### config.mk
export PLATFORM = sky130hd
export DESIGN_NAME = midi_track_event_parser_flat
export DESIGN_NICKNAME = d
export VERILOG_FILES = /design/src/mtep_pkg.sv /design/src/mtep_if.sv /design/src/mtep_in_stage.sv /design/src/mtep_core.sv /design/src/mtep_res_queue.sv /design/src/midi_track_event_parser.sv /design/src/flat_wrapper.sv
export VERILOG_INCLUDE_DIRS = /design/src /design/src/src
export SDC_FILE = /design/constraint.sdc
export NUM_CORES = 1
export LEC_CHECK = 0
export ABC_AREA = 1
export ABC_CLOCK_PERIOD_IN_PS = 24200
export BUFFER_PORTS_ARGS = -buffer_cell sky130_fd_sc_hd__buf_4
export CORE_MARGIN = 4
export CORE_UTILIZATION = 30
export CTS_CLUSTER_SIZE = 12
export DETAILED_ROUTE_END_ITERATION = 8
export PLACE_DENSITY = 0.55
export SYNTH_ARGS = -nofsm -noshare
export SYNTH_HDL_FRONTEND = slang
export SYNTH_HIERARCHICAL = 1
export SYNTH_SLANG_ARGS = --single-unit
### constraint.sdc
create_clock -name i_clk -period 24.2 [get_ports i_clk]
set_input_delay 1.21 -clock i_clk [delete_from_list [all_inputs] [get_ports i_clk]]
set_output_delay 1.21 -clock i_clk [all_outputs]
set_load 0.02 [all_outputs]
### src/midi_track_event_parser_defines.svh
// Assertion macros for the MIDI track event parser.
`ifndef MIDI_TRACK_EVENT_PARSER_DEFINES_SVH
`define MIDI_TRACK_EVENT_PARSER_DEFINES_SVH

// Same-cycle implication, disabled while reset is held.
`define MTEP_ASSERT_SAME(lbl, clk, rst_n, ante, cons, msg) \
    lbl: assert property (@(posedge clk) disable iff (!(rst_n)) (ante) |-> (cons)) \
        else $error(msg);

// Next-cycle implication, disabled while reset is held.
`define MTEP_ASSERT_NEXT(lbl, clk, rst_n, ante, cons, msg) \
    lbl: assert property (@(posedge clk) disable iff (!(rst_n)) (ante) |=> (cons)) \
        else $error(msg);

`endif

### src/mtep_pkg.sv
// Shared types and constants for the MIDI track event parser.
`default_nettype none

package mtep_pkg;

    // result queue
    localparam int QUEUE_DEPTH = 4;
    localparam int QPTR_W      = $clog2(QUEUE_DEPTH);
    localparam int QCNT_W      = $clog2(QUEUE_DEPTH + 1);

    // byte values
    localparam logic [7:0] BYTE_META      = 8'hFF;
    localparam logic [7:0] BYTE_SYSEX     = 8'hF0;
    localparam logic [7:0] BYTE_SYSEX_ESC = 8'hF7;
    localparam logic [7:0] META_EOT       = 8'h2F;
    localparam logic [7:0] META_TEMPO     = 8'h51;
    localparam logic [3:0] NIB_PROGRAM    = 4'hC;
    localparam logic [3:0] NIB_PRESSURE   = 4'hD;
    localparam logic [3:0] NIB_SYSTEM     = 4'hF;

    localparam logic [2:0]  VLQ_MAX_BYTES = 3'd4;
    localparam logic [27:0] TEMPO_LEN     = 28'd3;

    typedef enum logic [3:0] {
        PH_DELTA      = 4'd0,
        PH_STATUS     = 4'd1,
        PH_DATA       = 4'd2,
        PH_META_TYPE  = 4'd3,
        PH_META_LEN   = 4'd4,
        PH_TEMPO      = 4'd5,
        PH_SKIP_META  = 4'd6,
        PH_SYSEX_LEN  = 4'd7,
        PH_SKIP_SYSEX = 4'd8
    } t_phase;

    typedef enum logic [1:0] {
        KIND_EVENT = 2'd0,
        KIND_TEMPO = 2'd1,
        KIND_DONE  = 2'd2,
        KIND_ERROR = 2'd3
    } t_kind;

    typedef enum logic [3:0] {
        ERR_DELTA_VLQ     = 4'd0,
        ERR_EVENT_TRUNC   = 4'd1,
        ERR_META_TYPE     = 4'd2,
        ERR_META_LEN      = 4'd3,
        ERR_META_DATA     = 4'd4,
        ERR_SYSEX_LEN     = 4'd5,
        ERR_SYSEX_DATA    = 4'd6,
        ERR_NO_RUNNING    = 4'd7,
        ERR_BAD_DATA_BYTE = 4'd8
    } t_err_code;

    typedef struct packed {
        logic [7:0] data_byte;
        logic       track_first;
        logic       track_last;
    } t_in_item;

    typedef struct packed {
        t_kind      kind;
        logic [31:0] tick;
        logic [7:0]  status_byte;
        logic [6:0]  first_data;
        logic [6:0]  second_data;
        logic [23:0] tempo_us;
        t_err_code   error_code;
        logic        last;
    } t_result;

    // up to two results written into the queue in one cycle
    typedef struct packed {
        logic [1:0] cnt;
        t_result    r0;
        t_result    r1;
    } t_push;

endpackage

`default_nettype wire

### src/mtep_if.sv
// Handshake interfaces for the byte input and the result output.
`default_nettype none

interface mtep_in_if;
    logic       valid;
    logic       ready;
    logic [7:0] data_byte;
    logic       track_first;
    logic       track_last;

    modport source (output valid, output data_byte, output track_first,
                    output track_last, input ready);
    modport sink   (input valid, input data_byte, input track_first,
                    input track_last, output ready);
endinterface

interface mtep_out_if;
    logic        valid;
    logic        ready;
    logic [1:0]  kind;
    logic [31:0] tick;
    logic [7:0]  status_byte;
    logic [6:0]  first_data;
    logic [6:0]  second_data;
    logic [23:0] tempo_us;
    logic [3:0]  error_code;
    logic        last;

    modport source (output valid, output kind, output tick, output status_byte,
                    output first_data, output second_data, output tempo_us,
                    output error_code, output last, input ready);
    modport sink   (input valid, input kind, input tick, input status_byte,
                    input first_data, input second_data, input tempo_us,
                    input error_code, input last, output ready);
endinterface

`default_nettype wire

### src/mtep_in_stage.sv
// Input register stage: holds one accepted byte until the parser takes it.
`default_nettype none

module mtep_in_stage
    import mtep_pkg::*;
(
    input  wire logic i_clk,
    input  wire logic i_rst_n,
    mtep_in_if.sink   i_in,
    input  wire logic i_fire,
    output logic      o_valid,
    output t_in_item  o_item
);

    logic     r_valid;
    t_in_item r_item;

    assign i_in.ready = !r_valid || i_fire;

    always_ff @(posedge i_clk) begin
        if (!i_rst_n) begin
            r_valid <= 1'b0;
        end else if (i_in.ready) begin
            r_valid <= i_in.valid;
        end
    end

    always_ff @(posedge i_clk) begin
        if (i_in.valid && i_in.ready) begin
            r_item.data_byte   <= i_in.data_byte;
            r_item.track_first <= i_in.track_first;
            r_item.track_last  <= i_in.track_last;
        end
    end

    assign o_valid = r_valid;
    assign o_item  = r_item;

endmodule

`default_nettype wire

### src/mtep_core.sv
// Parser state and per-byte decode; yields up to two results per byte.
`default_nettype none

module mtep_core
    import mtep_pkg::*;
(
    input  wire logic     i_clk,
    input  wire logic     i_rst_n,
    input  wire logic     i_fire,
    input  wire t_in_item i_item,
    output t_push         o_push
);

    t_phase      r_phase, e_phase, n_phase;
    logic [31:0] r_tick, e_tick, n_tick;
    logic [7:0]  r_run, e_run, n_run;
    logic [7:0]  r_cur, e_cur, n_cur;
    logic [27:0] r_acc, e_acc, n_acc;
    logic [2:0]  r_cnt, e_cnt, n_cnt;
    logic [7:0]  r_meta, e_meta, n_meta;
    logic [27:0] r_skip, e_skip, n_skip;
    logic [6:0]  r_held, e_held, n_held;
    logic [1:0]  r_need, e_need, n_need;
    logic [23:0] r_tempo, e_tempo, n_tempo;
    logic        r_halted, e_halted, n_halted;

    logic [7:0]  b;
    logic [27:0] v_acc;
    logic [2:0]  v_cnt;
    logic        v_end, v_over;
    logic [27:0] skip_dec;

    t_result f_res, l_res;
    logic    f_vld, l_vld;

    function automatic logic [1:0] data_count(input logic [7:0] s);
        return (s[7:4] == NIB_PROGRAM || s[7:4] == NIB_PRESSURE) ? 2'd1 : 2'd2;
    endfunction

    function automatic t_err_code trunc_code(input t_phase p);
        t_err_code c;
        case (p)
            PH_DELTA:      c = ERR_DELTA_VLQ;
            PH_STATUS:     c = ERR_EVENT_TRUNC;
            PH_DATA:       c = ERR_BAD_DATA_BYTE;
            PH_META_TYPE:  c = ERR_META_TYPE;
            PH_META_LEN:   c = ERR_META_LEN;
            PH_TEMPO:      c = ERR_META_DATA;
            PH_SKIP_META:  c = ERR_META_DATA;
            PH_SYSEX_LEN:  c = ERR_SYSEX_LEN;
            PH_SKIP_SYSEX: c = ERR_SYSEX_DATA;
            default:       c = ERR_EVENT_TRUNC;
        endcase
        return c;
    endfunction

    function automatic t_result mk_simple(input t_kind k, input t_err_code c);
        t_result r;
        r            = '0;
        r.kind       = k;
        r.error_code = c;
        return r;
    endfunction

    function automatic t_result mk_event(input logic [31:0] t, input logic [7:0] s,
                                         input logic [6:0] d1, input logic [6:0] d2);
        t_result r;
        r             = '0;
        r.kind        = KIND_EVENT;
        r.tick        = t;
        r.status_byte = s;
        r.first_data  = d1;
        r.second_data = d2;
        return r;
    endfunction

    function automatic t_result mk_tempo(input logic [31:0] t, input logic [23:0] us);
        t_result r;
        r          = '0;
        r.kind     = KIND_TEMPO;
        r.tick     = t;
        r.tempo_us = us;
        return r;
    endfunction

    // a first-of-track byte sees freshly cleared state
    always_comb begin
        if (i_item.track_first) begin
            e_phase  = PH_DELTA;
            e_tick   = '0;
            e_run    = '0;
            e_cur    = '0;
            e_acc    = '0;
            e_cnt    = '0;
            e_meta   = '0;
            e_skip   = '0;
            e_held   = '0;
            e_need   = '0;
            e_tempo  = '0;
            e_halted = 1'b0;
        end else begin
            e_phase  = r_phase;
            e_tick   = r_tick;
            e_run    = r_run;
            e_cur    = r_cur;
            e_acc    = r_acc;
            e_cnt    = r_cnt;
            e_meta   = r_meta;
            e_skip   = r_skip;
            e_held   = r_held;
            e_need   = r_need;
            e_tempo  = r_tempo;
            e_halted = r_halted;
        end
    end

    // variable-length quantity step
    assign b        = i_item.data_byte;
    assign v_acc    = {e_acc[20:0], b[6:0]};
    assign v_cnt    = e_cnt + 3'd1;
    assign v_end    = !b[7];
    assign v_over   = b[7] && (v_cnt >= VLQ_MAX_BYTES);
    assign skip_dec = (e_skip != '0) ? e_skip - 28'd1 : e_skip;

    // next state
    always_comb begin
        n_phase  = e_phase;
        n_tick   = e_tick;
        n_run    = e_run;
        n_cur    = e_cur;
        n_acc    = e_acc;
        n_cnt    = e_cnt;
        n_meta   = e_meta;
        n_skip   = e_skip;
        n_held   = e_held;
        n_need   = e_need;
        n_tempo  = e_tempo;
        n_halted = e_halted;
        f_vld    = 1'b0;
        f_res    = '0;
        l_vld    = 1'b0;
        l_res    = '0;

        if (!e_halted) begin
            case (e_phase)
                PH_DELTA: begin
                    n_acc = v_acc;
                    n_cnt = v_cnt;
                    if (v_end) begin
                        n_tick  = e_tick + {4'd0, v_acc};
                        n_phase = PH_STATUS;
                    end else if (v_over) begin
                        f_vld    = 1'b1;
                        f_res    = mk_simple(KIND_ERROR, ERR_DELTA_VLQ);
                        n_halted = 1'b1;
                    end
                end
                PH_STATUS: begin
                    if (b == BYTE_META) begin
                        n_phase = PH_META_TYPE;
                    end else if (b == BYTE_SYSEX || b == BYTE_SYSEX_ESC) begin
                        n_acc   = '0;
                        n_cnt   = '0;
                        n_phase = PH_SYSEX_LEN;
                    end else if (b[7]) begin
                        n_cur = b;
                        if (b[7:4] != NIB_SYSTEM) begin
                            n_run = b;
                        end
                        n_need  = data_count(b);
                        n_phase = PH_DATA;
                    end else if (e_run == '0) begin
                        f_vld    = 1'b1;
                        f_res    = mk_simple(KIND_ERROR, ERR_NO_RUNNING);
                        n_halted = 1'b1;
                    end else begin
                        n_cur  = e_run;
                        n_held = b[6:0];
                        if (data_count(e_run) == 2'd1) begin
                            f_vld   = 1'b1;
                            f_res   = mk_event(e_tick, e_run, b[6:0], 7'd0);
                            n_phase = PH_DELTA;
                            n_acc   = '0;
                            n_cnt   = '0;
                        end else begin
                            n_need  = 2'd1;
                            n_phase = PH_DATA;
                        end
                    end
                end
                PH_DATA: begin
                    if (b[7]) begin
                        f_vld    = 1'b1;
                        f_res    = mk_simple(KIND_ERROR, ERR_BAD_DATA_BYTE);
                        n_halted = 1'b1;
                    end else if (e_need >= 2'd2) begin
                        n_held = b[6:0];
                        n_need = 2'd1;
                    end else begin
                        // system common messages are consumed silently
                        f_vld = (e_cur[7:4] != NIB_SYSTEM);
                        if (data_count(e_cur) == 2'd1) begin
                            f_res = mk_event(e_tick, e_cur, b[6:0], 7'd0);
                        end else begin
                            f_res = mk_event(e_tick, e_cur, e_held, b[6:0]);
                        end
                        n_phase = PH_DELTA;
                        n_acc   = '0;
                        n_cnt   = '0;
                    end
                end
                PH_META_TYPE: begin
                    n_meta  = b;
                    n_acc   = '0;
                    n_cnt   = '0;
                    n_phase = PH_META_LEN;
                end
                PH_META_LEN: begin
                    n_acc = v_acc;
                    n_cnt = v_cnt;
                    if (v_over) begin
                        f_vld    = 1'b1;
                        f_res    = mk_simple(KIND_ERROR, ERR_META_LEN);
                        n_halted = 1'b1;
                    end else if (v_end) begin
                        if (e_meta == META_EOT) begin
                            f_vld    = 1'b1;
                            f_res    = mk_simple(KIND_DONE, ERR_DELTA_VLQ);
                            n_halted = 1'b1;
                        end else if (e_meta == META_TEMPO && v_acc == TEMPO_LEN) begin
                            n_tempo = '0;
                            n_skip  = TEMPO_LEN;
                            n_phase = PH_TEMPO;
                        end else if (v_acc == '0) begin
                            n_acc   = '0;
                            n_cnt   = '0;
                            n_phase = PH_DELTA;
                        end else begin
                            n_skip  = v_acc;
                            n_phase = PH_SKIP_META;
                        end
                    end
                end
                PH_TEMPO: begin
                    n_tempo = {e_tempo[15:0], b};
                    n_skip  = skip_dec;
                    if (skip_dec == '0) begin
                        f_vld   = 1'b1;
                        f_res   = mk_tempo(e_tick, {e_tempo[15:0], b});
                        n_acc   = '0;
                        n_cnt   = '0;
                        n_phase = PH_DELTA;
                    end
                end
                PH_SYSEX_LEN: begin
                    n_acc = v_acc;
                    n_cnt = v_cnt;
                    if (v_over) begin
                        f_vld    = 1'b1;
                        f_res    = mk_simple(KIND_ERROR, ERR_SYSEX_LEN);
                        n_halted = 1'b1;
                    end else if (v_end) begin
                        if (v_acc == '0) begin
                            n_acc   = '0;
                            n_cnt   = '0;
                            n_phase = PH_DELTA;
                        end else begin
                            n_skip  = v_acc;
                            n_phase = PH_SKIP_SYSEX;
                        end
                    end
                end
                PH_SKIP_META, PH_SKIP_SYSEX: begin
                    n_skip = skip_dec;
                    if (skip_dec == '0) begin
                        n_acc   = '0;
                        n_cnt   = '0;
                        n_phase = PH_DELTA;
                    end
                end
                default: begin
                    n_acc   = '0;
                    n_cnt   = '0;
                    n_phase = PH_DELTA;
                end
            endcase
        end

        // end of chunk: clean only between items
        if (i_item.track_last && !n_halted) begin
            l_vld = 1'b1;
            if (n_phase == PH_DELTA && n_cnt == '0) begin
                l_res = mk_simple(KIND_DONE, ERR_DELTA_VLQ);
            end else begin
                l_res = mk_simple(KIND_ERROR, trunc_code(n_phase));
            end
            n_halted = 1'b1;
        end
    end

    // results handed to the queue
    always_comb begin
        o_push         = '0;
        o_push.cnt     = i_fire ? ({1'b0, f_vld} + {1'b0, l_vld}) : 2'd0;
        o_push.r0      = f_vld ? f_res : l_res;
        o_push.r0.last = !(f_vld && l_vld);
        o_push.r1      = l_res;
        o_push.r1.last = 1'b1;
    end

    always_ff @(posedge i_clk) begin
        if (!i_rst_n) begin
            r_phase  <= PH_DELTA;
            r_tick   <= '0;
            r_run    <= '0;
            r_cur    <= '0;
            r_acc    <= '0;
            r_cnt    <= '0;
            r_meta   <= '0;
            r_skip   <= '0;
            r_held   <= '0;
            r_need   <= '0;
            r_tempo  <= '0;
            r_halted <= 1'b0;
        end else if (i_fire) begin
            r_phase  <= n_phase;
            r_tick   <= n_tick;
            r_run    <= n_run;
            r_cur    <= n_cur;
            r_acc    <= n_acc;
            r_cnt    <= n_cnt;
            r_meta   <= n_meta;
            r_skip   <= n_skip;
            r_held   <= n_held;
            r_need   <= n_need;
            r_tempo  <= n_tempo;
            r_halted <= n_halted;
        end
    end

endmodule

`default_nettype wire

### src/mtep_res_queue.sv
// Result queue: takes up to two results a cycle, hands out one.
`default_nettype none

module mtep_res_queue
    import mtep_pkg::*;
(
    input  wire logic  i_clk,
    input  wire logic  i_rst_n,
    input  wire t_push i_push,
    output logic       o_room,
    mtep_out_if.source o_out
);

    t_result             r_mem [QUEUE_DEPTH];
    logic [QPTR_W-1:0]   r_wr, r_rd;
    logic [QCNT_W-1:0]   r_count;
    logic                pop;
    t_result             head;

    assign head  = r_mem[r_rd];
    assign pop   = o_out.valid && o_out.ready;
    // space for the worst case of two results
    assign o_room = (r_count <= QCNT_W'(QUEUE_DEPTH - 2));

    assign o_out.valid       = (r_count != '0);
    assign o_out.kind        = head.kind;
    assign o_out.tick        = head.tick;
    assign o_out.status_byte = head.status_byte;
    assign o_out.first_data  = head.first_data;
    assign o_out.second_data = head.second_data;
    assign o_out.tempo_us    = head.tempo_us;
    assign o_out.error_code  = head.error_code;
    assign o_out.last        = head.last;

    always_ff @(posedge i_clk) begin
        if (i_push.cnt != 2'd0) begin
            r_mem[r_wr] <= i_push.r0;
        end
        if (i_push.cnt == 2'd2) begin
            r_mem[r_wr + QPTR_W'(1)] <= i_push.r1;
        end
    end

    always_ff @(posedge i_clk) begin
        if (!i_rst_n) begin
            r_wr    <= '0;
            r_rd    <= '0;
            r_count <= '0;
        end else begin
            r_wr    <= r_wr + QPTR_W'(i_push.cnt);
            r_rd    <= r_rd + QPTR_W'(pop);
            r_count <= r_count + QCNT_W'(i_push.cnt) - QCNT_W'(pop);
        end
    end

endmodule

`default_nettype wire

### src/midi_track_event_parser.sv
// Top level of the MIDI track event parser.
//
// Parses the body of a standard MIDI file track chunk, one byte per item.
// Rate: one byte is taken every clock cycle as long as results drain; a
// byte that yields two results (the last channel event of a chunk followed
// by its track-done mark, say) pushes both at once, and a four-entry
// result queue absorbs such bursts. The pace is set by the single decode
// pass between the input register and the queue. Delta times are
// variable-length quantities of up to four bytes added to a wrapping
// 32-bit tick; running status is applied; channel events and tempo
// changes (meta 0x51 of length 3) are reported, other meta, sysex and
// system common data are skipped. End-of-track, a truncated chunk or a
// malformed item ends the track, and every byte after that is dropped
// until the next byte flagged track_first, which clears tick, running
// status and parse state.
`default_nettype none

`include "midi_track_event_parser_defines.svh"

module midi_track_event_parser
    import mtep_pkg::*;
(
    input  wire logic  i_clk,
    input  wire logic  i_rst_n,
    mtep_in_if.sink    i_in,
    mtep_out_if.source o_out
);

    // input register -> decode/state -> result queue
    logic     w_in_valid;
    t_in_item w_in_item;
    logic     w_room;
    logic     w_fire;
    t_push    w_push;

    // the held byte is decoded once the queue has space for two results
    assign w_fire = w_in_valid && w_room;

    mtep_in_stage u_in_stage (
        .i_clk   (i_clk),
        .i_rst_n (i_rst_n),
        .i_in    (i_in),
        .i_fire  (w_fire),
        .o_valid (w_in_valid),
        .o_item  (w_in_item)
    );

    mtep_core u_core (
        .i_clk   (i_clk),
        .i_rst_n (i_rst_n),
        .i_fire  (w_fire),
        .i_item  (w_in_item),
        .o_push  (w_push)
    );

    mtep_res_queue u_queue (
        .i_clk   (i_clk),
        .i_rst_n (i_rst_n),
        .i_push  (w_push),
        .o_room  (w_room),
        .o_out   (o_out)
    );

    // a byte waiting for room in the queue is neither lost nor altered
    `MTEP_ASSERT_NEXT(a_held_byte_kept, i_clk, i_rst_n, w_in_valid && !w_fire, w_in_valid && $stable(w_in_item), "held byte lost or changed")

    // only the end-of-chunk check can add a second result to a byte
    `MTEP_ASSERT_SAME(a_second_is_track_end, i_clk, i_rst_n, w_push.cnt == 2'd2, w_push.r1.kind == KIND_DONE || w_push.r1.kind == KIND_ERROR, "second result is not a track end")

    // channel events carry a channel status byte
    `MTEP_ASSERT_SAME(a_event_status, i_clk, i_rst_n, o_out.valid && o_out.kind == KIND_EVENT, o_out.status_byte[7] && o_out.status_byte[7:4] != NIB_SYSTEM, "event without channel status")

endmodule

`default_nettype wire

### src/flat_wrapper.sv
// flat-port wrapper written by rule: the top's interface ports become plain ports
module midi_track_event_parser_flat import mtep_pkg::*;
  (i_clk, i_rst_n, i_in_valid, i_in_data_byte, i_in_track_first, i_in_track_last, i_in_ready, o_out_valid, o_out_kind, o_out_tick, o_out_status_byte, o_out_first_data, o_out_second_data, o_out_tempo_us, o_out_error_code, o_out_last, o_out_ready);
  mtep_in_if i_in_i ();
  mtep_out_if o_out_i ();
  input  wire logic i_clk;
  input  wire logic i_rst_n;
  input wire logic [$bits(i_in_i.valid)-1:0] i_in_valid;
  input wire logic [$bits(i_in_i.data_byte)-1:0] i_in_data_byte;
  input wire logic [$bits(i_in_i.track_first)-1:0] i_in_track_first;
  input wire logic [$bits(i_in_i.track_last)-1:0] i_in_track_last;
  output wire logic [$bits(i_in_i.ready)-1:0] i_in_ready;
  output wire logic [$bits(o_out_i.valid)-1:0] o_out_valid;
  output wire logic [$bits(o_out_i.kind)-1:0] o_out_kind;
  output wire logic [$bits(o_out_i.tick)-1:0] o_out_tick;
  output wire logic [$bits(o_out_i.status_byte)-1:0] o_out_status_byte;
  output wire logic [$bits(o_out_i.first_data)-1:0] o_out_first_data;
  output wire logic [$bits(o_out_i.second_data)-1:0] o_out_second_data;
  output wire logic [$bits(o_out_i.tempo_us)-1:0] o_out_tempo_us;
  output wire logic [$bits(o_out_i.error_code)-1:0] o_out_error_code;
  output wire logic [$bits(o_out_i.last)-1:0] o_out_last;
  input wire logic [$bits(o_out_i.ready)-1:0] o_out_ready;
  assign i_in_i.valid = i_in_valid;
  assign i_in_i.data_byte = i_in_data_byte;
  assign i_in_i.track_first = i_in_track_first;
  assign i_in_i.track_last = i_in_track_last;
  assign i_in_ready = i_in_i.ready;
  assign o_out_valid = o_out_i.valid;
  assign o_out_kind = o_out_i.kind;
  assign o_out_tick = o_out_i.tick;
  assign o_out_status_byte = o_out_i.status_byte;
  assign o_out_first_data = o_out_i.first_data;
  assign o_out_second_data = o_out_i.second_data;
  assign o_out_tempo_us = o_out_i.tempo_us;
  assign o_out_error_code = o_out_i.error_code;
  assign o_out_last = o_out_i.last;
  assign o_out_i.ready = o_out_ready;
  midi_track_event_parser u_core (.i_clk(i_clk), .i_rst_n(i_rst_n), .i_in(i_in_i), .o_out(o_out_i));
endmodule
; Yosys cells after proc, flatten, opt, wreduce, memory -nomap -nowiden
; Memory sizes are Yosys's and may differ from the RTL's. A register that Yosys moved wholly into a read port is not among the register bits.
; Cells that the tools add are included.
[totals]
mem_bits_ro = 64
inputBits = 14
out_inout_bits = 87
memories = 2
elab_cells = 252
ram_bits = 340
register_bits = 171
[op_classes]
n_addsub = 9
n_mux = 168
eq_ne = 25
n_lt_le_gt_ge = 3
n_reduce_logical = 26
[memory_table]
columns = name, words, width, rd, rd_ports_with_merged_regs, wr, line
row1 = u_core.u_queue.r_mem, 4, 85, 1, 1, 2, mtep_res_queue.sv:14  ; t_result r_mem [QUEUE_DEPTH];
row2 = (no name shown), 16, 4, 1, 0, 0, mtep_core.sv:42  ; case (p)
[op_table]
columns = cell, count
row1 = $mux 85, 14
row2 = $mux 28, 27
row3 = $pmux 85 s6, 1
row4 = $mux 84, 2
row5 = $pmux 28 s6, 1
row6 = $mux 83, 2
row7 = $mux 24, 6
row8 = $mux 8, 17
row9 = $mux 32, 4
row10 = $pmux 28 s3, 1
row11 = $mux 4, 16
row12 = $mux 3, 19
row13 = $logic_not 28->1, 2
row14 = $mux 7, 8
row15 = $pmux 24 s2, 1
row16 = $mux 43, 1
row17 = $add 32x28->32, 1
row18 = $mux 2, 15
row19 = $eq 28x2->1 const B, 1
row20 = $eq 4x4->1 const B, 7
row21 = $pmux 4 s7, 1
row22 = $reduce_bool 28->1, 1
row23 = $sub 28x1->28 const B, 1
row24 = $mux 1, 27
row25 = other kinds (33), 55

; Logic depth before layout (Yosys ltp)
[depth]
depth_word = 17
depth_mapped = 32
ltp_nobuf = 31

; By module
; Netlist, hierarchy kept.
[modules_own_cells]
columns = module, instances, area_each_um2, cells_each, seq_area_each_um2
row1 = mtep_res_queue, 1, 16754.8, 1723, 10349.9
row2 = mtep_core, 1, 12557.0, 2137, 2742.6
row3 = mtep_in_stage, 1, 351.6, 17, 320.3
row4 = midi_track_event_parser, 1, 7.5, 2, 0.0

; Worst setup path after synthesis
; Ideal clock, no wire load.
[synth_path]
path_type = register -> register
startpoint = register u_core.u_in_stage.r_item (netlist bit u_core/u_in_stage/o_item[1])
endpoint = memory u_core/u_queue/r_mem[3][0] in the netlist's numbering, enable pin
stages_incl_launch_ff = 21
slack_ps = 14147
setup_time_ps = 654
arrival_ps = 9399
synth_period_minus_slack_ps = 10053
path_buffers = 3
required_ps = 23546
path_cell_list = edfxtp_1 > buf_2 > buf_1 > clkbuf_1 > nor2_1 > ha_1 > xor2_1 > inv_1 > nor2_1 > nand2_1 > nand2_1 > nor3_1 > inv_1 > nor2_1 > nand2_1 > inv_1 > ha_1 > nand2_1 > inv_1 > nor2_1 > o31ai_1
[synth_lines]
columns = item, line
row1 = from (decl), mtep_in_stage.sv:16  ; t_in_item r_item;
row2 = to (decl), mtep_res_queue.sv:14

==> metrics.md <==
| Metric | Value |
|---|---|
| First-pass GRT wire length | `145000 um` |
| DR WL/cell | `18.3 um` |
| Yosys top cell by area | `edfxtp_1` |
| H-tree depth | `2` |
| Int Pwr | `1660 uW` |
| R2r startpoint | `u_core/u_in_stage/o_item[1]` |
| Peak supply drop | `0.0505 mV` |
| Final setup fails | `0` |
| Synth Flop Type | `edfxtp_1` |
| DRC | `0` |
| Post-DP Area | `30900 sq um` |
| Fraction of power consumed by the clock network | `30.8%` |
| Post-route ant nets | `0` |
| Core Box Area | `98300 sq um` |
| Relative slew slack | `19.8%` |
| Max stage delay on crit path | `0.94 ns` |
| Number of global-route vias before repair | `24200` |
| Power Density | `79.9 nW/um^2` |
| Worst skew pair latency | `0.63 ns` |
| Largest net degree at the start of global routing | `105` |
| Initial DRC count | `2069` |
| Starting density of the core | `30.2%` |
| Worst Path Required | `24.44 ns` |
| Post-route cell area | `32600 sq um` |
| Maximum root-to-sink buffer count | `3` |
| Post-layout net count | `3897` |
| Final Cycle Share | `32.2%` |
| Setup Buffers After CTS | `0` |
| Total negative slack | `0 ns` |
| Hold endpoint | `u_core/u_core/r_held[4]` |
| Combinational share of power | `30.5%` |
| CTS buffer count | `55` |
| Worst-case reg-to-reg path depth | `28` |
| Sw Pwr | `950 uW` |
| Setup CP Type | `reg -> reg` |
| Sw Ratio | `36.5%` |
| Die W | `322 um` |
| Fraction of layout cells with a size suffix above 1 | `7.57%` |
| GRT overflow | `0` |
| Hold WS | `0.464 ns` |
| Pwr Total | `2610 uW` |
| Distinct cells, synth | `57` |
| Most frequent CP cell | `nand2_1` |
| FF-to-FF End | `u_core/u_queue/r_mem[0][36]` |
| Outcome | `complete, no violations` |
| Fillers | `10400` |
| Crit start category | `flip-flop` |
| Synth Register Bits | `495` |
| Ys async rst share | `0%` |
| Slowest stage cell, crit path | `nand2_4` |
| Die area | `104000 sq um` |
| Arrival @ worst endpoint | `8.05 ns` |
| Leak Pwr | `0.0121 uW` |
| Post-CTS Resized | `0` |
| Synthesized cell area | `29700 sq um` |
| Max-Cap Viols | `0` |
| Tmin final | `7.80 ns` |
| # hold bufs at CTS | `0` |
| Reg power frac | `38.7%` |
| Synth area leaders | `edfxtp_1 35%, nand2_1 11%, dfxtp_1 9.8%` |
| Post-Syn Instances | `3879` |
| Bufs and invs on worst path | `7` |
| P&R area growth vs syn | `9.95%` |
| Clock Tree Root | `clkbuf_16` |
| Hold Fails Final Rpt | `0` |
| Worst-path clk slew | `0.06 ns` |
| Hold Crit Class | `reg -> reg` |
| GPL Wtd Cong | `0.935` |
| Routed WL | `94500 um` |
| I/O Buffers | `100` |
| Setup slack, reg-to-reg | `16.40 ns` |
| CP Max Fanout | `86` |
| RSZ-0062 raised after global routing | `false` |
| Synth Warn # | `6` |
| Clock sink total | `495` |
| Via count | `26300` |
| ANT cells | `0` |
| Hold depth | `2` |
| CTS tree | `done` |
| Min-delay src | `u_core/u_core/r_held[4]` |
| TritonRoute pass-1 iters | `7` |
| Antenna violations before repair | `0` |
| Avg Cell Area, Syn | `7.65 sq um` |
| Final HPWL DP | `60700 um` |
| CP top delay family | `simple AND/OR/NAND/NOR gates` |
| Seq/Total Area, Yosys | `45.2%` |
| Final Max Tran Viols | `0` |
| Post-synth EDFFs | `350` |
| I/O pins | `101` |
| Via density | `5.09` |
| Clock skew | `0.0260 ns` |
| Measured slew at the worst slew-check pin | `1.20 ns` |
| Synth top area share | `35.4%` |
| Die height | `322 um` |
| Max Freq | `128 MHz` |
| Num rows | `115` |
| GRT Util Overall | `17.6%` |
| Critical Path End Type | `flip-flop` |
logic make-up after synthesis:
logic type / Yosys count / share of synthesized area (%)
AND/OR/NAND/NOR: 1460 / 19.9
AO/OA/AOI/OAI: 1181 / 21.8
buffers and inverters: 673 / 10.6
flip-flops: 495 / 45.2
adder cells (fa/ha/maj): 42 / 1.82
XOR/XNOR: 26 / 0.767
other: 2 / 0.0253
cells in the final DEF (no fill, tap or decap), types with 56 or more instances in the layout:
cell       instances
o21ai_1          281
nand2_1          858
buf_4            138
clkbuf_16         56
o21ai_0          447
a21oi_1          198
o22ai_1          120
edfxtp_1         350
nor2_1           401
inv_1            339
dfxtp_1          143
conb_1            79
nand3_1           81
power by group through the flow:
stage / sequential (uW) / clock (uW) / combinational (uW)
after floorplan: 1010 / 0 / 537
after global placement: 1020 / 0 / 791
after detailed placement: 1030 / 0 / 792
after CTS: 1010 / 827 / 795
after global routing: 1010 / 858 / 876
final: 1010 / 803 / 795
flip-flops by register name, indices dropped and copies added (netlist names), 4 cells and up:
| register | flops |
|---|---|
| u_core/u_core/r_phase | 4 |
| u_core/u_core/r_held | 7 |
| u_core/u_core/r_tick | 32 |
| u_core/u_core/r_acc | 21 |
| u_core/u_queue/r_mem | 340 |
| u_core/u_core/r_skip | 28 |
| u_core/u_core/r_run | 8 |
| u_core/u_core/r_cur | 8 |
| u_core/u_core/r_tempo | 16 |
| u_core/u_in_stage/o_item | 10 |
| u_core/u_core/r_meta | 8 |
layer usage:
layer	GRT usage [%]	up-vias	wire (um)
met1	24.0	12300	42600
met5	0	-	0
met2	29.0	774	43200
li1	-	13000	-
met3	2.87	140	6100
met4	5.24	0	2520
Yosys cell counts, types with 8 or more instances:
library cell	count
a211oi_1	13
a21oi_1	200
a31oi_1	17
buf_1	14
buf_2	32
buf_4	93
buf_6	29
clkbuf_1	141
clkinv_1	9
dfxtp_1	145
edfxtp_1	350
ha_1	40
inv_1	341
inv_2	13
nand2_1	861
nand2_2	17
nand3_1	81
nand4_1	20
nor2_1	404
nor2_2	8
nor3_1	41
o211ai_1	31
o21ai_0	447
o21ai_1	281
o21ai_2	13
o221ai_1	16
o22ai_1	120
xor2_1	22
metrics by stage:
| step | setup slack [ns] | cells | utilization, % |
|---|---|---|---|
| 4_1_cts | 16.41 | 5171 | 33.2 |
| 3_5_place_dp | 16.40 | 5071 | 31.5 |
| 2_1_floorplan | 14.15 | 3956 | - |
| 6_report | 16.40 | 5171 | 33.2 |
| 3_3_place_gp | 16.42 | 5071 | 31.5 |
| 5_1_grt | 15.69 | 5171 | 33.2 |
final cells by class:
| class | instances | area, sq um | area share [%] |
|---|---|---|---|
| clock buffer | 70 | 1460 | 4.49 |
| timing repair buffer | 138 | 1040 | 3.18 |
| tap | 1287 | 1610 | 4.94 |
| sequential | 495 | 13400 | 41.1 |
| inverter | 363 | 1370 | 4.19 |
| clock inverter | 30 | 231 | 0.710 |
| multi-input combinational | 2788 | 13500 | 41.4 |
worst max path at each step:
stage / to / start / slack, ns / cells past startpoint
after floorplan: u_core/u_queue/r_mem[3][0] / u_core/u_in_stage/o_item[1] / 14.15 / 20
after global placement: u_core/u_queue/r_mem[0][45] / u_core/u_in_stage/o_item[1] / 16.42 / 28
after detailed placement: u_core/u_queue/r_mem[0][38] / u_core/u_in_stage/o_item[1] / 16.40 / 28
after CTS: u_core/u_queue/r_mem[0][36] / u_core/u_in_stage/o_item[1] / 16.41 / 28
after global routing: u_core/u_queue/r_mem[0][36] / u_core/u_in_stage/o_item[1] / 15.69 / 29
final: u_core/u_queue/r_mem[0][36] / u_core/u_in_stage/o_item[1] / 16.40 / 28
worst register-to-register path: cells and delay by family (launching register included):
family | cells | cell delay (ns)
AND/OR/NAND/NOR | 19 | 4.32
buffers and inverters | 7 | 2.18
adder cells (fa/ha/maj) | 2 | 0.50
flip-flops | 1 | 0.42
(Power assumes the default switching activity.)
